===== config.mk =====
export PLATFORM = sky130hd
export DESIGN_NAME = output_pulse_blink_generator
export DESIGN_NICKNAME = d
export VERILOG_FILES = /design/src/sv/opbg_pkg.sv /design/src/sv/opbg_chan.sv /design/src/sv/output_pulse_blink_generator.sv
export SDC_FILE = /design/constraint.sdc
export NUM_CORES = 2
export LEC_CHECK = 0
export ABC_AREA = 1
export ABC_CLOCK_PERIOD_IN_PS = 3100
export CAP_MARGIN = 20
export CORE_MARGIN = 3
export CORE_UTILIZATION = 41
export DETAILED_ROUTE_END_ITERATION = 7
export DONT_BUFFER_PORTS = 1
export PLACE_DENSITY = 0.66
export SETUP_SLACK_MARGIN = 0.5
export SLEW_MARGIN = 10
export SYNTH_ARGS = -nofsm -noshare
export SYNTH_HDL_FRONTEND = slang
export SYNTH_SLANG_ARGS = --single-unit

===== constraint.sdc =====
create_clock -name clk -period 3.1 [get_ports clk]
set_clock_uncertainty 0.1 [all_clocks]
set_input_delay 0 -clock clk [delete_from_list [all_inputs] [get_ports clk]]
set_output_delay 0 -clock clk [all_outputs]
set_load 0.01 [all_outputs]

===== src/sv/opbg_pkg.sv =====
// Package for the output pulse and blink generator: sizes, codes and shared types.
package opbg_pkg;

    localparam int CHANNELS    = 8;
    localparam int TIME_WIDTH  = 24;
    localparam int COUNT_WIDTH = 16;
    localparam int MASK_WIDTH  = 8;
    localparam int CHAN_WIDTH  = 4;

    typedef enum logic [1:0] {
        CMD_TICK     = 2'd0,
        CMD_PULSE    = 2'd1,
        CMD_BLINK    = 2'd2,
        CMD_SAFE_OFF = 2'd3
    } opbg_cmd_t;

    typedef enum logic [1:0] {
        ST_OK     = 2'd0,
        ST_BADARG = 2'd1,
        ST_NOTOUT = 2'd2
    } opbg_status_t;

    typedef struct packed {
        logic                   pulse_level;
        logic [TIME_WIDTH-1:0]  pulse_ticks;
        logic [TIME_WIDTH-1:0]  on_ticks;
        logic [TIME_WIDTH-1:0]  off_ticks;
        logic [COUNT_WIDTH-1:0] flash_count;
        logic                   final_level;
    } opbg_args_t;

    typedef struct packed {
        opbg_cmd_t             command;
        logic [CHAN_WIDTH-1:0] channel;
        opbg_args_t            args;
    } opbg_item_t;

    typedef struct packed {
        logic tick;
        logic safe_off;
        logic start_pulse;
        logic start_blink;
    } opbg_chan_ctl_t;

    typedef struct packed {
        logic level;
        logic pulse_busy;
        logic blink_busy;
    } opbg_chan_view_t;

endpackage


===== src/sv/opbg_chan.sv =====
// One output channel: pulse and blink state with its per-transfer update.
module opbg_chan (
    input  logic                    clk,
    input  logic                    rst_n,
    input  opbg_pkg::opbg_chan_ctl_t ctl,
    input  opbg_pkg::opbg_args_t    args,
    output opbg_pkg::opbg_chan_view_t cur,
    output opbg_pkg::opbg_chan_view_t nxt
);

    logic                              level_reg, level_next;
    logic                              pulse_run_reg, pulse_run_next;
    logic                              restore_reg, restore_next;
    logic [opbg_pkg::TIME_WIDTH-1:0]   pulse_left_reg, pulse_left_next;
    logic                              blink_run_reg, blink_run_next;
    logic                              on_phase_reg, on_phase_next;
    logic [opbg_pkg::COUNT_WIDTH-1:0]  flashes_reg, flashes_next;
    logic                              endless_reg, endless_next;
    logic [opbg_pkg::TIME_WIDTH-1:0]   on_len_reg, on_len_next;
    logic [opbg_pkg::TIME_WIDTH-1:0]   off_len_reg, off_len_next;
    logic [opbg_pkg::TIME_WIDTH-1:0]   phase_left_reg, phase_left_next;
    logic                              end_level_reg, end_level_next;

    logic [opbg_pkg::TIME_WIDTH-1:0]   pl_dec;
    logic [opbg_pkg::TIME_WIDTH-1:0]   ph_dec;
    logic [opbg_pkg::COUNT_WIDTH-1:0]  fl_dec;

    // saturating decrements
    assign pl_dec = (pulse_left_reg != '0) ? pulse_left_reg - 1'b1 : pulse_left_reg;
    assign ph_dec = (phase_left_reg != '0) ? phase_left_reg - 1'b1 : phase_left_reg;
    assign fl_dec = (!endless_reg && flashes_reg != '0) ? flashes_reg - 1'b1 : flashes_reg;

    always_comb
    begin
        level_next      = level_reg;
        pulse_run_next  = pulse_run_reg;
        restore_next    = restore_reg;
        pulse_left_next = pulse_left_reg;
        blink_run_next  = blink_run_reg;
        on_phase_next   = on_phase_reg;
        flashes_next    = flashes_reg;
        endless_next    = endless_reg;
        on_len_next     = on_len_reg;
        off_len_next    = off_len_reg;
        phase_left_next = phase_left_reg;
        end_level_next  = end_level_reg;

        if (ctl.tick)
        begin
            if (pulse_run_reg)
            begin
                pulse_left_next = pl_dec;
                if (pl_dec == '0)
                begin
                    pulse_run_next = 1'b0;
                    level_next     = restore_reg;
                end
            end
            if (blink_run_reg)
            begin
                phase_left_next = ph_dec;
                if (ph_dec == '0)
                begin
                    if (on_phase_reg)
                    begin
                        level_next      = 1'b0;
                        on_phase_next   = 1'b0;
                        phase_left_next = off_len_reg;
                    end
                    else
                    begin
                        flashes_next = fl_dec;
                        if (!endless_reg && fl_dec == '0)
                        begin
                            blink_run_next = 1'b0;
                            level_next     = end_level_reg;
                        end
                        else
                        begin
                            level_next      = 1'b1;
                            on_phase_next   = 1'b1;
                            phase_left_next = on_len_reg;
                        end
                    end
                end
            end
        end
        else if (ctl.safe_off || ctl.start_pulse || ctl.start_blink)
        begin
            pulse_run_next = 1'b0;
            blink_run_next = 1'b0;
            on_phase_next  = 1'b0;
            flashes_next   = '0;
            endless_next   = 1'b0;
            if (ctl.safe_off)
            begin
                level_next = 1'b0;
            end
            else if (ctl.start_pulse)
            begin
                restore_next    = level_reg;
                level_next      = args.pulse_level;
                pulse_run_next  = 1'b1;
                pulse_left_next = args.pulse_ticks;
            end
            else
            begin
                blink_run_next  = 1'b1;
                on_phase_next   = 1'b1;
                on_len_next     = args.on_ticks;
                off_len_next    = args.off_ticks;
                endless_next    = (args.flash_count == '0);
                flashes_next    = args.flash_count;
                end_level_next  = args.final_level;
                phase_left_next = args.on_ticks;
                level_next      = 1'b1;
            end
        end
    end

    always_ff @(posedge clk or negedge rst_n)
    begin
        if (!rst_n)
        begin
            level_reg      <= 1'b0;
            pulse_run_reg  <= 1'b0;
            restore_reg    <= 1'b0;
            pulse_left_reg <= '0;
            blink_run_reg  <= 1'b0;
            on_phase_reg   <= 1'b0;
            flashes_reg    <= '0;
            endless_reg    <= 1'b0;
            on_len_reg     <= '0;
            off_len_reg    <= '0;
            phase_left_reg <= '0;
            end_level_reg  <= 1'b0;
        end
        else
        begin
            level_reg      <= level_next;
            pulse_run_reg  <= pulse_run_next;
            restore_reg    <= restore_next;
            pulse_left_reg <= pulse_left_next;
            blink_run_reg  <= blink_run_next;
            on_phase_reg   <= on_phase_next;
            flashes_reg    <= flashes_next;
            endless_reg    <= endless_next;
            on_len_reg     <= on_len_next;
            off_len_reg    <= off_len_next;
            phase_left_reg <= phase_left_next;
            end_level_reg  <= end_level_next;
        end
    end

    assign cur.level      = level_reg;
    assign cur.pulse_busy = pulse_run_reg;
    assign cur.blink_busy = blink_run_reg;
    assign nxt.level      = level_next;
    assign nxt.pulse_busy = pulse_run_next;
    assign nxt.blink_busy = blink_run_next;

endmodule


===== src/sv/output_pulse_blink_generator.sv =====
// Top level of the output pulse and blink generator: input stage, command decode, result register.
//
//   channel   signals                                         direction
//   in        in_valid/in_ready, command..final_level         transfer into block
//   out       out_valid/out_ready, status..blink_busy         transfer out of block
//   cfg       cfg_wr_en, cfg_wr_data                          register write, no wait
//
// Result is registered after the input stage; one item per cycle sustained while out_ready holds.
// Every channel decodes the item in parallel in the cycle the item leaves the input stage.
// Reset clears all channel state, the enable mask and both valid flags.
// An output stall holds the result; one more item waits in the input stage.
module output_pulse_blink_generator (
    input  logic                                clk,
    input  logic                                rst_n,
    input  logic                                cfg_wr_en,
    input  logic [opbg_pkg::MASK_WIDTH-1:0]     cfg_wr_data,
    input  logic                                in_valid,
    output logic                                in_ready,
    input  logic [1:0]                          command,
    input  logic [opbg_pkg::CHAN_WIDTH-1:0]     channel,
    input  logic                                pulse_level,
    input  logic [opbg_pkg::TIME_WIDTH-1:0]     pulse_ticks,
    input  logic [opbg_pkg::TIME_WIDTH-1:0]     on_ticks,
    input  logic [opbg_pkg::TIME_WIDTH-1:0]     off_ticks,
    input  logic [opbg_pkg::COUNT_WIDTH-1:0]    flash_count,
    input  logic                                final_level,
    output logic                                out_valid,
    input  logic                                out_ready,
    output logic [1:0]                          status,
    output logic [opbg_pkg::MASK_WIDTH-1:0]     line_levels,
    output logic [opbg_pkg::MASK_WIDTH-1:0]     pulse_busy,
    output logic [opbg_pkg::MASK_WIDTH-1:0]     blink_busy
);

    logic [opbg_pkg::MASK_WIDTH-1:0]  mask_reg;
    logic                             stage_valid_reg;
    opbg_pkg::opbg_item_t             item_reg;
    logic                             out_valid_reg;
    opbg_pkg::opbg_status_t           status_reg;
    logic [opbg_pkg::MASK_WIDTH-1:0]  levels_reg;
    logic [opbg_pkg::MASK_WIDTH-1:0]  pbusy_reg;
    logic [opbg_pkg::MASK_WIDTH-1:0]  bbusy_reg;

    logic                             fire;
    logic [opbg_pkg::CHAN_WIDTH-1:0]  ch_idx;
    logic                             ch_ok;
    logic                             arg_ok;
    logic                             ch_enabled;
    logic                             is_start;
    opbg_pkg::opbg_status_t           status_next;
    logic [opbg_pkg::MASK_WIDTH-1:0]  levels_cur, levels_next;
    logic [opbg_pkg::MASK_WIDTH-1:0]  pbusy_cur, pbusy_next;
    logic [opbg_pkg::MASK_WIDTH-1:0]  bbusy_cur, bbusy_next;

    assign fire     = stage_valid_reg && (!out_valid_reg || out_ready);
    assign in_ready = !stage_valid_reg || fire;

    // command decode
    assign ch_idx   = item_reg.channel - 1'b1;
    assign ch_ok    = (item_reg.channel != '0) &&
                      (item_reg.channel <= opbg_pkg::CHAN_WIDTH'(opbg_pkg::CHANNELS));
    assign arg_ok   = (item_reg.command == opbg_pkg::CMD_PULSE) ?
                      (item_reg.args.pulse_ticks != '0) :
                      (item_reg.args.on_ticks != '0 && item_reg.args.off_ticks != '0);
    assign ch_enabled = (ch_idx < opbg_pkg::CHAN_WIDTH'(opbg_pkg::MASK_WIDTH)) &&
                        mask_reg[ch_idx[$clog2(opbg_pkg::MASK_WIDTH)-1:0]];
    assign is_start = (item_reg.command == opbg_pkg::CMD_PULSE) ||
                      (item_reg.command == opbg_pkg::CMD_BLINK);

    always_comb
    begin
        status_next = opbg_pkg::ST_OK;
        if (is_start)
        begin
            if (!ch_ok || !arg_ok)
            begin
                status_next = opbg_pkg::ST_BADARG;
            end
            else if (!ch_enabled)
            begin
                status_next = opbg_pkg::ST_NOTOUT;
            end
        end
    end

    genvar gi;
    generate
        for (gi = 0; gi < opbg_pkg::CHANNELS; gi++)
        begin : g_chan
            opbg_pkg::opbg_chan_ctl_t  ctl;
            opbg_pkg::opbg_chan_view_t cur;
            opbg_pkg::opbg_chan_view_t nxt;
            logic                      hit;
            logic                      en;

            if (gi < opbg_pkg::MASK_WIDTH)
            begin : g_en
                assign en = mask_reg[gi];
            end
            else
            begin : g_noen
                assign en = 1'b0;
            end

            assign hit = fire && is_start && (status_next == opbg_pkg::ST_OK) &&
                         (ch_idx == opbg_pkg::CHAN_WIDTH'(gi));
            assign ctl.tick        = fire && (item_reg.command == opbg_pkg::CMD_TICK);
            assign ctl.safe_off    = fire && (item_reg.command == opbg_pkg::CMD_SAFE_OFF) && en;
            assign ctl.start_pulse = hit && (item_reg.command == opbg_pkg::CMD_PULSE);
            assign ctl.start_blink = hit && (item_reg.command == opbg_pkg::CMD_BLINK);

            opbg_chan u_chan (
                .clk   (clk),
                .rst_n (rst_n),
                .ctl   (ctl),
                .args  (item_reg.args),
                .cur   (cur),
                .nxt   (nxt)
            );
        end

        for (gi = 0; gi < opbg_pkg::MASK_WIDTH; gi++)
        begin : g_view
            if (gi < opbg_pkg::CHANNELS)
            begin : g_live
                assign levels_cur[gi]  = g_chan[gi].cur.level;
                assign pbusy_cur[gi]   = g_chan[gi].cur.pulse_busy;
                assign bbusy_cur[gi]   = g_chan[gi].cur.blink_busy;
                assign levels_next[gi] = g_chan[gi].nxt.level;
                assign pbusy_next[gi]  = g_chan[gi].nxt.pulse_busy;
                assign bbusy_next[gi]  = g_chan[gi].nxt.blink_busy;
            end
            else
            begin : g_none
                assign levels_cur[gi]  = 1'b0;
                assign pbusy_cur[gi]   = 1'b0;
                assign bbusy_cur[gi]   = 1'b0;
                assign levels_next[gi] = 1'b0;
                assign pbusy_next[gi]  = 1'b0;
                assign bbusy_next[gi]  = 1'b0;
            end
        end
    endgenerate

    always_ff @(posedge clk or negedge rst_n)
    begin
        if (!rst_n)
        begin
            mask_reg        <= '0;
            stage_valid_reg <= 1'b0;
            out_valid_reg   <= 1'b0;
        end
        else
        begin
            if (cfg_wr_en)
            begin
                mask_reg <= cfg_wr_data;
            end
            if (in_ready)
            begin
                stage_valid_reg <= in_valid;
            end
            if (fire)
            begin
                out_valid_reg <= 1'b1;
            end
            else if (out_ready)
            begin
                out_valid_reg <= 1'b0;
            end
        end
    end

    always_ff @(posedge clk)
    begin
        if (in_valid && in_ready)
        begin
            item_reg.command          <= opbg_pkg::opbg_cmd_t'(command);
            item_reg.channel          <= channel;
            item_reg.args.pulse_level <= pulse_level;
            item_reg.args.pulse_ticks <= pulse_ticks;
            item_reg.args.on_ticks    <= on_ticks;
            item_reg.args.off_ticks   <= off_ticks;
            item_reg.args.flash_count <= flash_count;
            item_reg.args.final_level <= final_level;
        end
        if (fire)
        begin
            status_reg <= status_next;
            levels_reg <= levels_next;
            pbusy_reg  <= pbusy_next;
            bbusy_reg  <= bbusy_next;
        end
    end

    assign out_valid   = out_valid_reg;
    assign status      = status_reg;
    assign line_levels = levels_reg;
    assign pulse_busy  = pbusy_reg;
    assign blink_busy  = bbusy_reg;

    // a channel never runs a pulse and a blink at once
    a_one_effect: assert property (@(posedge clk) disable iff (!rst_n)
        (pbusy_cur & bbusy_cur) == '0)
        else $error("pulse and blink both running on one channel");

    // rejected commands leave every channel untouched
    a_reject_stable: assert property (@(posedge clk) disable iff (!rst_n)
        fire && status_next != opbg_pkg::ST_OK |=>
        $stable(levels_cur) && $stable(pbusy_cur) && $stable(bbusy_cur))
        else $error("rejected command changed channel state");

    // safe off drives all enabled lines low and stops their effects
    a_safe_off: assert property (@(posedge clk) disable iff (!rst_n)
        fire && item_reg.command == opbg_pkg::CMD_SAFE_OFF |=>
        ((levels_cur | pbusy_cur | bbusy_cur) & $past(mask_reg)) == '0)
        else $error("safe off left an enabled line active");

    // an empty result register never blocks input
    a_no_block: assert property (@(posedge clk) disable iff (!rst_n)
        !out_valid_reg |-> in_ready)
        else $error("input stalled with empty result register");

    // the result levels and pulse busy flags match the channel state they were taken from
    a_result_state: assert property (@(posedge clk) disable iff (!rst_n)
        fire |=> levels_reg == levels_cur && pbusy_reg == pbusy_cur)
        else $error("result register out of step with channel state");

endmodule

-- Word-level counts from Yosys, hierarchy flattened
Index checks and enable logic that the tools add are counted.
- bits in registers: 1084
- input port bits: 109
- word-level logic and storage cells: 872
- add/sub/neg operators: 25
- $lt $le $gt $ge: 3
- equal/unequal tests: 58
- multiplexer cells: 440
- bitwise logic cells: 17
- reduce and logical (&&, ||, !) cells: 218
- operators with widths (cell ; number):
    2-to-1 mux 24 bit ; 120
    2-to-1 mux 16 bit ; 64
    nonzero test 24 bit ; 19
    zero test 24 bit ; 16
    subtractor 24 x 1 -> 24 bit (second input constant) ; 16
    2-to-1 mux 1 bit ; 252
    AND reduction 4 bit ; 40
    zero test 16 bit ; 9
    nonzero test 16 bit ; 8
    subtractor 16 x 1 -> 16 bit (second input constant) ; 8
    logical AND 1 bit ; 57
    inequality test 2 x 1 -> 1 bit (second input constant) ; 24
    inequality test 2 bit (second input constant) ; 24
    nonzero test 2 bit ; 17
    AND reduction 3 bit ; 8
    logical OR 1 bit ; 20
    inverter 1 bit ; 17
    equality test 4 x 3 -> 1 bit (second input constant) ; 4
    AND reduction 2 bit ; 8
    zero test 1 bit ; 12
    equality test 4 x 2 -> 1 bit (second input constant) ; 2
    2-to-1 mux 2 bit ; 3
    equality test 2 bit (second input constant) ; 2
    equality test 4 x 1 -> 1 bit (second input constant) ; 1
    other kinds (9) ; 10

-- Depth between registers and ports, before layout
- depth in word-level cells: 15
- mapped depth: 21
- mapped depth without buffers: 20

-- By module
From an unflattened synthesis, not the netlist that was laid out.
- cells, all modules: 10316
- area, all modules: 70378.7 um2
- modules (own cells, without submodules) (module ; instances ; cells an instance ; area an instance (um2) ; seq. area each (um2)):
    opbg_chan at g_chan[3].u_chan ... ; 4 ; 1247 ; 8187.9 ; 2977.9
    opbg_chan at g_chan[1].u_chan ... ; 2 ; 1242 ; 8179.1 ; 2977.9
    opbg_chan at g_chan[0].u_chan ; 1 ; 1279 ; 8261.7 ; 2977.9
    opbg_chan at g_chan[7].u_chan ; 1 ; 1249 ; 8220.4 ; 2977.9
    output_pulse_blink_generator ; 1 ; 316 ; 4787.1 ; 3913.8

-- Least setup slack after synthesis
No wires, ideal clock.
- path type: reg2reg
- start point: register out_valid_reg (netlist: out_valid)
- end point: register item_reg[0] (netlist name)
- library setup time: 0.450 ns
- arrival: 2.551 ns
- required time: 2.550 ns
- setup slack: -0.001 ns
- stages on the path, launching flop included: 4
- period minus slack after synthesis: 3.101 ns
- cells stage by stage: dfrtp_1 nand3_1 nand2_1 inv_1
- cells in the longest elaborated chain, start to end: 5
- ends and longest elaborated chain (element ; RTL line ; source):
    start, declared ; output_pulse_blink_generator.sv:38 ; logic out_valid_reg;
    start signal, assigned ; output_pulse_blink_generator.sv:151 ; out_valid_reg <= 1'b0;
    start signal, assigned ; output_pulse_blink_generator.sv:165 ; out_valid_reg <= 1'b1;
    start signal, assigned ; output_pulse_blink_generator.sv:169 ; out_valid_reg <= 1'b0;
    zero test 1 bit ; output_pulse_blink_generator.sv:55 ; assign fire = stage_valid_reg && (!out_valid_reg || out_ready);
    logical OR 1 bit ; output_pulse_blink_generator.sv:55 ;
    logical AND 1 bit ; output_pulse_blink_generator.sv:55 ;
    logical OR 1 bit ; output_pulse_blink_generator.sv:56 ; assign in_ready = !stage_valid_reg || fire;
    net in_ready ; output_pulse_blink_generator.sv:18 ; output logic in_ready,
    logical AND 1 bit ; output_pulse_blink_generator.sv:176 ; if (in_valid && in_ready)
The timed path passes the listed nets, and every way through them passes these cells.
A chain may end at the register's enable or synchronous reset.

-- Worst setup path after layout
- start point: register item_reg[24] (netlist name)
- end point: register g_chan[2].u_chan.phase_left_reg[12] (netlist bit)
- cells in the longest elaborated chain, start to end: 15
- elaborated cells between the ends (all ways): 17
- those cells by class: eq/ne: 1; mux: 3; reduce/logical: 13
- ends and longest elaborated chain (element ; RTL line ; source):
    nonzero test 24 bit * ; output_pulse_blink_generator.sv:64 ; (item_reg.args.on_ticks != '0 && item_reg.args.off_ticks != '0);
    logical AND 1 bit * ; output_pulse_blink_generator.sv:64 ;
    2-to-1 mux 1 bit * ; output_pulse_blink_generator.sv:62 ; assign arg_ok = (item_reg.command == opbg_pkg::CMD_PULSE) ?
    zero test 1 bit * ; output_pulse_blink_generator.sv:75 ; if (!ch_ok || !arg_ok)
    logical OR 1 bit * ; output_pulse_blink_generator.sv:75 ;
    2-to-1 mux 2 bit * ; output_pulse_blink_generator.sv:75 ;
    2-to-1 mux 2 bit * ; output_pulse_blink_generator.sv:73 ; if (is_start)
    zero test 2 bit * ; output_pulse_blink_generator.sv:105 ; assign hit = fire && is_start && (status_next == opbg_pkg::ST_OK) &&
    logical AND 1 bit * (2 in a row) ; output_pulse_blink_generator.sv:105 ;
    logical AND 1 bit ; output_pulse_blink_generator.sv:109 ; assign ctl.start_pulse = hit && (item_reg.command == opbg_pkg::CMD_PULSE);
    logical OR 1 bit (2 in a row) ; opbg_chan.sv:88 ; else if (ctl.safe_off || ctl.start_pulse || ctl.start_blink)
    nonzero test 2 bit (no line) ; - ;
    AND reduction 4 bit (no line) * ; - ;
    end signal, assigned ; opbg_chan.sv:150 ; phase_left_reg <= phase_left_next;
    end, declared ; opbg_chan.sv:21 ; logic [opbg_pkg::TIME_WIDTH-1:0] phase_left_reg, phase_left_next;
Mark *: on every way between the ends. The rest lies on a longest branch, timed or not.

==> impl_metrics.xml <==
<?xml version="1.0" encoding="UTF-8"?>
<metrics>
  <group name="critical_path">
    <metric name="r2r_cells" unit="">17</metric>
    <metric name="setup.worst_path.end_class" unit="">register</metric>
    <metric name="timing.critical_path.depth" unit="">17</metric>
    <metric name="path_common_cell" unit="">sky130_fd_sc_hd__buf_4</metric>
    <metric name="crit_type" unit="">register to register</metric>
    <metric name="timing.critical_path.from_type" unit="">register</metric>
    <metric name="critPathLaunch" unit="">item_reg[24]$_DFFE_PP_</metric>
    <metric name="timing.critical_path.cells" unit="">inv_2 &gt; nand4_1 &gt; nor2_4 &gt; nand3_2 &gt; nand2_4 &gt; nand2_4 &gt; nand3_4 &gt; buf_4 &gt; nor2_4 &gt; buf_4 &gt; nand3_1 &gt; buf_4 &gt; nand4_1 &gt; nand3_2 &gt; buf_12 &gt; nor2_1 &gt; a21oi_1</metric>
    <metric name="rr_endpoint" unit="">g_chan[2].u_chan.phase_left_reg[12]$_DFFE_PN0P_</metric>
    <metric name="timing.critical_path.required" unit="ns">3.71</metric>
    <metric name="worstPathBufferInverterCount" unit="">5</metric>
    <metric name="critPathMaxStageDelay" unit="ns">0.52</metric>
    <metric name="worst_path_max_delay_cell" unit="">sky130_fd_sc_hd__nand4_1</metric>
    <metric name="path_max_fanout" unit="">35</metric>
    <metric name="worst_ep_arrival_time" unit="ns">3.92</metric>
    <metric name="crit_family" unit="">simple AND/OR/NAND/NOR gates</metric>
    <metric name="timing.critical_path.to" unit="">g_chan[2].u_chan.phase_left_reg[12]$_DFFE_PN0P_</metric>
    <metric name="timing.rr.start" unit="">item_reg[24]$_DFFE_PP_</metric>
    <metric name="rrSetupSlack" unit="ns">-0.21</metric>
  </group>
  <group name="cts">
    <metric name="clock_tree_from_tritoncts" unit="">done</metric>
    <metric name="cts_hold_buffers" unit="">214</metric>
    <metric name="numCtsBuffers" unit="">131</metric>
    <metric name="worst_skew_pair.late_latency" unit="ns">0.80</metric>
    <metric name="cts-root-to-sink-buffers" unit="">3</metric>
    <metric name="clock_sinks" unit="">1084</metric>
    <metric name="htreeDepth" unit="">4</metric>
    <metric name="root_buffer" unit="">sky130_fd_sc_hd__clkbuf_16</metric>
    <metric name="cts.clk_slew.worst_paths" unit="ns">0.06</metric>
  </group>
  <group name="synth">
    <metric name="postSynthCellCount" unit="">9941</metric>
    <metric name="syn-cell-area" unit="um2">68400</metric>
    <metric name="yosys.area.top_type" unit="">sky130_fd_sc_hd__dfrtp_1</metric>
    <metric name="part_of_the_yosys_area_used_for_sequential_elements" unit="%">40.6</metric>
    <metric name="syn_nets" unit="">10099</metric>
    <metric name="synth_warnings" unit="">0</metric>
    <metric name="ys_seq_elements" unit="">1084</metric>
    <metric name="postSynthAreaPerCell" unit="um2">6.88</metric>
    <metric name="synth.top_cells.by_area" unit="">sky130_fd_sc_hd__dfrtp_1, sky130_fd_sc_hd__nand2_1, sky130_fd_sc_hd__nor2_1, sky130_fd_sc_hd__nand3_1, sky130_fd_sc_hd__edfxtp_1</metric>
    <metric name="synth_largest_type_area_fraction" unit="%">35.2</metric>
    <metric name="synth_cell_type_count" unit="">58</metric>
  </group>
  <group name="run">
    <metric name="maxCapViolations" unit="">0</metric>
  </group>
  <group name="power_and_ir_drop">
    <metric name="intPower" unit="uW">36700</metric>
    <metric name="power_density" unit="nW/um2">762</metric>
    <metric name="static-leakage-power" unit="uW">0.0408</metric>
    <metric name="combinationalPowerShare" unit="%">43.5</metric>
    <metric name="power.share.clock" unit="%">24.4</metric>
    <metric name="power.sequential.fraction" unit="%">32.1</metric>
    <metric name="ir_worst_vdd" unit="V">0.000565</metric>
    <metric name="net_load_switching_power" unit="uW">28100</metric>
    <metric name="power.switching_fraction" unit="%">43.4</metric>
    <metric name="total_power" unit="uW">64800</metric>
  </group>
  <group name="global_route">
    <metric name="grt.met2_usage" unit="%">46.2</metric>
    <metric name="met3_resource_use_gr" unit="%">6.58</metric>
    <metric name="grtUsageMet1" unit="%">40.1</metric>
    <metric name="number_of_global_route_vias_before_repair" unit="">66921</metric>
    <metric name="grt_start_max_net_pins" unit="">963</metric>
    <metric name="grt_most_used_layer" unit="">met2</metric>
    <metric name="initial_antenna_violation_count" unit="">24</metric>
    <metric name="grt_first_pass_wirelength" unit="um">406000</metric>
    <metric name="track_usage" unit="%">30.5</metric>
    <metric name="grt_remaining_overflow" unit="">0</metric>
  </group>
  <group name="timing">
    <metric name="timing.fmax" unit="GHz">0.302</metric>
    <metric name="fin_worst_hold_slack" unit="ns">-1.19</metric>
    <metric name="min_period" unit="ns">3.31</metric>
    <metric name="final-hold-violation-count" unit="">422</metric>
    <metric name="post-route-worst-setup-slack" unit="ns">-0.213</metric>
    <metric name="finalSetupViolations" unit="">645</metric>
    <metric name="slew_violations" unit="">0</metric>
    <metric name="timing.slew.headroom" unit="%">24.7</metric>
    <metric name="finalCritPeriodShare" unit="%">107</metric>
    <metric name="worst_pin_slew" unit="ns">1.12</metric>
    <metric name="unrepaired_setup_endpoints_after_global_routing" unit="">yes</metric>
  </group>
  <group name="route">
    <metric name="route.detailed.wl_per_inst" unit="um">21.5</metric>
    <metric name="route.detailed.drc" unit="">0</metric>
    <metric name="drt_first_pass_iters" unit="">7</metric>
    <metric name="postRouteWirelength" unit="um">277000</metric>
    <metric name="viasPerCell" unit="">5.58</metric>
    <metric name="detailedRoute.firstIterationViolations" unit="">8476</metric>
    <metric name="vias" unit="">71701</metric>
    <metric name="ant_nets" unit="">0</metric>
  </group>
  <group name="final_layout">
    <metric name="synthToLayoutAreaGrowth" unit="%">24.3</metric>
    <metric name="final_net_count" unit="">10708</metric>
    <metric name="design_area" unit="um2">85000</metric>
    <metric name="post_route_cells_drive_above_1_share" unit="%">13.4</metric>
  </group>
  <group name="placement">
    <metric name="finalWeightedCongestion" unit="">1.00</metric>
    <metric name="place.port_buffers" unit="">0</metric>
    <metric name="post-dp-hpwl" unit="um">176000</metric>
    <metric name="place_area" unit="um2">73800</metric>
  </group>
  <group name="die">
    <metric name="die_width" unit="um">414</metric>
    <metric name="core_area" unit="um2">165000</metric>
    <metric name="die_height" unit="um">414</metric>
    <metric name="start_util" unit="%">41.4</metric>
    <metric name="ioPinCount" unit="">137</metric>
    <metric name="die_area" unit="um2">172000</metric>
    <metric name="rows" unit="">149</metric>
  </group>
  <group name="min_path">
    <metric name="hold_class" unit="">primary input to asynchronous set/reset pin</metric>
  </group>
  <group name="run_status">
    <metric name="violations" unit="">hold timing, setup timing</metric>
    <metric name="run_status" unit="">finished with violations</metric>
  </group>
</metrics>
## through the flow
stage	util, %	worst slack [ns]	std cells	hold slack [ns]	setup TNS [ns]
finish	51.4	-0.213	12860	-1.19	-46.64
global placement	44.6	-0.536	12232	-0.339	-157.66
detailed placement	44.6	-0.452	12232	-0.346	-158.08
CTS	50.1	-0.0736	12773	-1.19	-7.48
floorplan	-	0.502	9941	-0.396	0
global route	51.4	-0.331	12848	-1.23	-130.57
## placed cells by master, fill, tap and decap left out, drive strengths merged, types with 4 or more instances in the layout
master / instances
a21boi: 26
a21oi: 225
a31oi: 157
and2: 7
and3: 5
buf: 625
bufbuf: 4
bufinv: 9
clkbuf: 215
clkinv: 41
clkinvlp: 6
dfrtp: 962
diode: 19
dlygate4sd3: 214
edfxtp: 122
ha: 49
inv: 855
nand2: 3436
nand3: 815
nand3b: 24
nand4: 171
nor2: 1386
nor3: 65
nor4: 22
o211ai: 9
o21a: 7
o21ai: 725
o21bai: 4
o22ai: 53
or2: 16
xnor2: 116
xor2: 271
## repair_timing
action                                 4_1_cts  5_1_grt
endpoints found under the hold margin     1098      306
setup endpoints to repair                  976     1082
setup buffers                               50       19
pin swaps                                   50       48
gates resized for setup                    373      317
gates cloned                                42       44
## layout make-up
class | count | area (um2)
fill | 15816 | 80400
multi-input combinational | 7599 | 37000
sequential | 1084 | 27700
timing repair buffer | 871 | 9830
clock buffer | 187 | 3740
inverter | 863 | 3280
tap | 2189 | 2740
clock inverter | 48 | 576
antenna | 19 | 47.5
## worst register-to-register path, cell delays in order, from the launching register on
cell,delay [ns]
sky130_fd_sc_hd__edfxtp_1,0.37
sky130_fd_sc_hd__inv_2,0.08
sky130_fd_sc_hd__nand4_1,0.53
sky130_fd_sc_hd__nor2_4,0.39
sky130_fd_sc_hd__nand3_2,0.15
sky130_fd_sc_hd__nand2_4,0.13
sky130_fd_sc_hd__nand2_4,0.07
sky130_fd_sc_hd__nand3_4,0.07
sky130_fd_sc_hd__buf_4,0.13
sky130_fd_sc_hd__nor2_4,0.06
sky130_fd_sc_hd__buf_4,0.14
sky130_fd_sc_hd__nand3_1,0.08
sky130_fd_sc_hd__buf_4,0.13
sky130_fd_sc_hd__nand4_1,0.13
sky130_fd_sc_hd__nand3_2,0.19
sky130_fd_sc_hd__buf_12,0.22
sky130_fd_sc_hd__nor2_1,0.10
sky130_fd_sc_hd__a21oi_1,0.17
## routing by layer
layer | routed length [um] | vias up | share of wire, %
li1 | - | 33165 | -
met3 | 28500 | 884 | 10
met1 | 110000 | 34012 | 40
met4 | 19600 | 18 | 7.1
met2 | 119000 | 3622 | 43
met5 | 125 | - | 0.045
## logic make-up (layout without fill, tap and decap cells)
family                     count (synthesis)  after routing  share of synthesized area [%]
and+or+nand+nor                         5948           5951                           36.2
buffers and inverters                   1261           1969                           7.78
AOI/OAI and AO/OA                       1210           1210                           9.56
DFF                                     1084           1084                           40.6
xor gates and xnor gates                 387            387                           4.96
adders and majority gates                 49             49                          0.897
muxes                                      2              2                         0.0329
other                                      0             19                              0
## synthesized netlist by cell type, drive strengths merged
| master | instances |
|---|---|
| nor3b | 2 |
| nor2 | 1385 |
| clkinv | 11 |
| o22ai | 53 |
| xnor2 | 116 |
| or2 | 16 |
| o21ai | 725 |
| nor4 | 22 |
| o21a | 7 |
| o211ai | 9 |
| clkbuf | 171 |
| edfxtp | 122 |
| nand3 | 813 |
| o31ai | 2 |
| nor3 | 65 |
| a21oi | 225 |
| a31oi | 157 |
| mux2 | 2 |
| buf | 227 |
| nand2 | 3436 |
| and2 | 7 |
| xor2 | 271 |
| o21bai | 4 |
| a21boi | 26 |
| and3 | 5 |
| o2111ai | 2 |
| dfrtp | 962 |
| inv | 852 |
| ha | 49 |
| nand4 | 171 |
| nand3b | 24 |
| nor2b | 2 |
## worst min path at each step
stage	startpoint	endpoint	slack [ns]	cells after the start
global route	rst_n	g_chan[3].u_chan.phase_left_reg[4]$_DFFE_PN0P_	-1.23	0
detailed placement	rst_n	g_chan[3].u_chan.phase_left_reg[6]$_DFFE_PN0P_	-0.35	0
finish	rst_n	g_chan[7].u_chan.phase_left_reg[1]$_DFFE_PN0P_	-1.19	0
global placement	rst_n	g_chan[3].u_chan.on_len_reg[6]$_DFFE_PN0P_	-0.34	0
floorplan	rst_n	g_chan[0].u_chan.blink_run_reg$_DFF_PN0_	-0.40	0
CTS	rst_n	g_chan[3].u_chan.phase_left_reg[4]$_DFFE_PN0P_	-1.19	0
## power by group through the flow
stage                     Combinational (uW)  Sequential, uW  Clock, uW
after floorplan                        18900           20000          0
after global placement                 26000           20800          0
after detailed placement               26300           20900          0
after CTS                              26900           20700      16000
after global routing                   31500           21200      16500
final                                  28200           20800      15800
No activity file was read; power rests on OpenSTA's default activity.
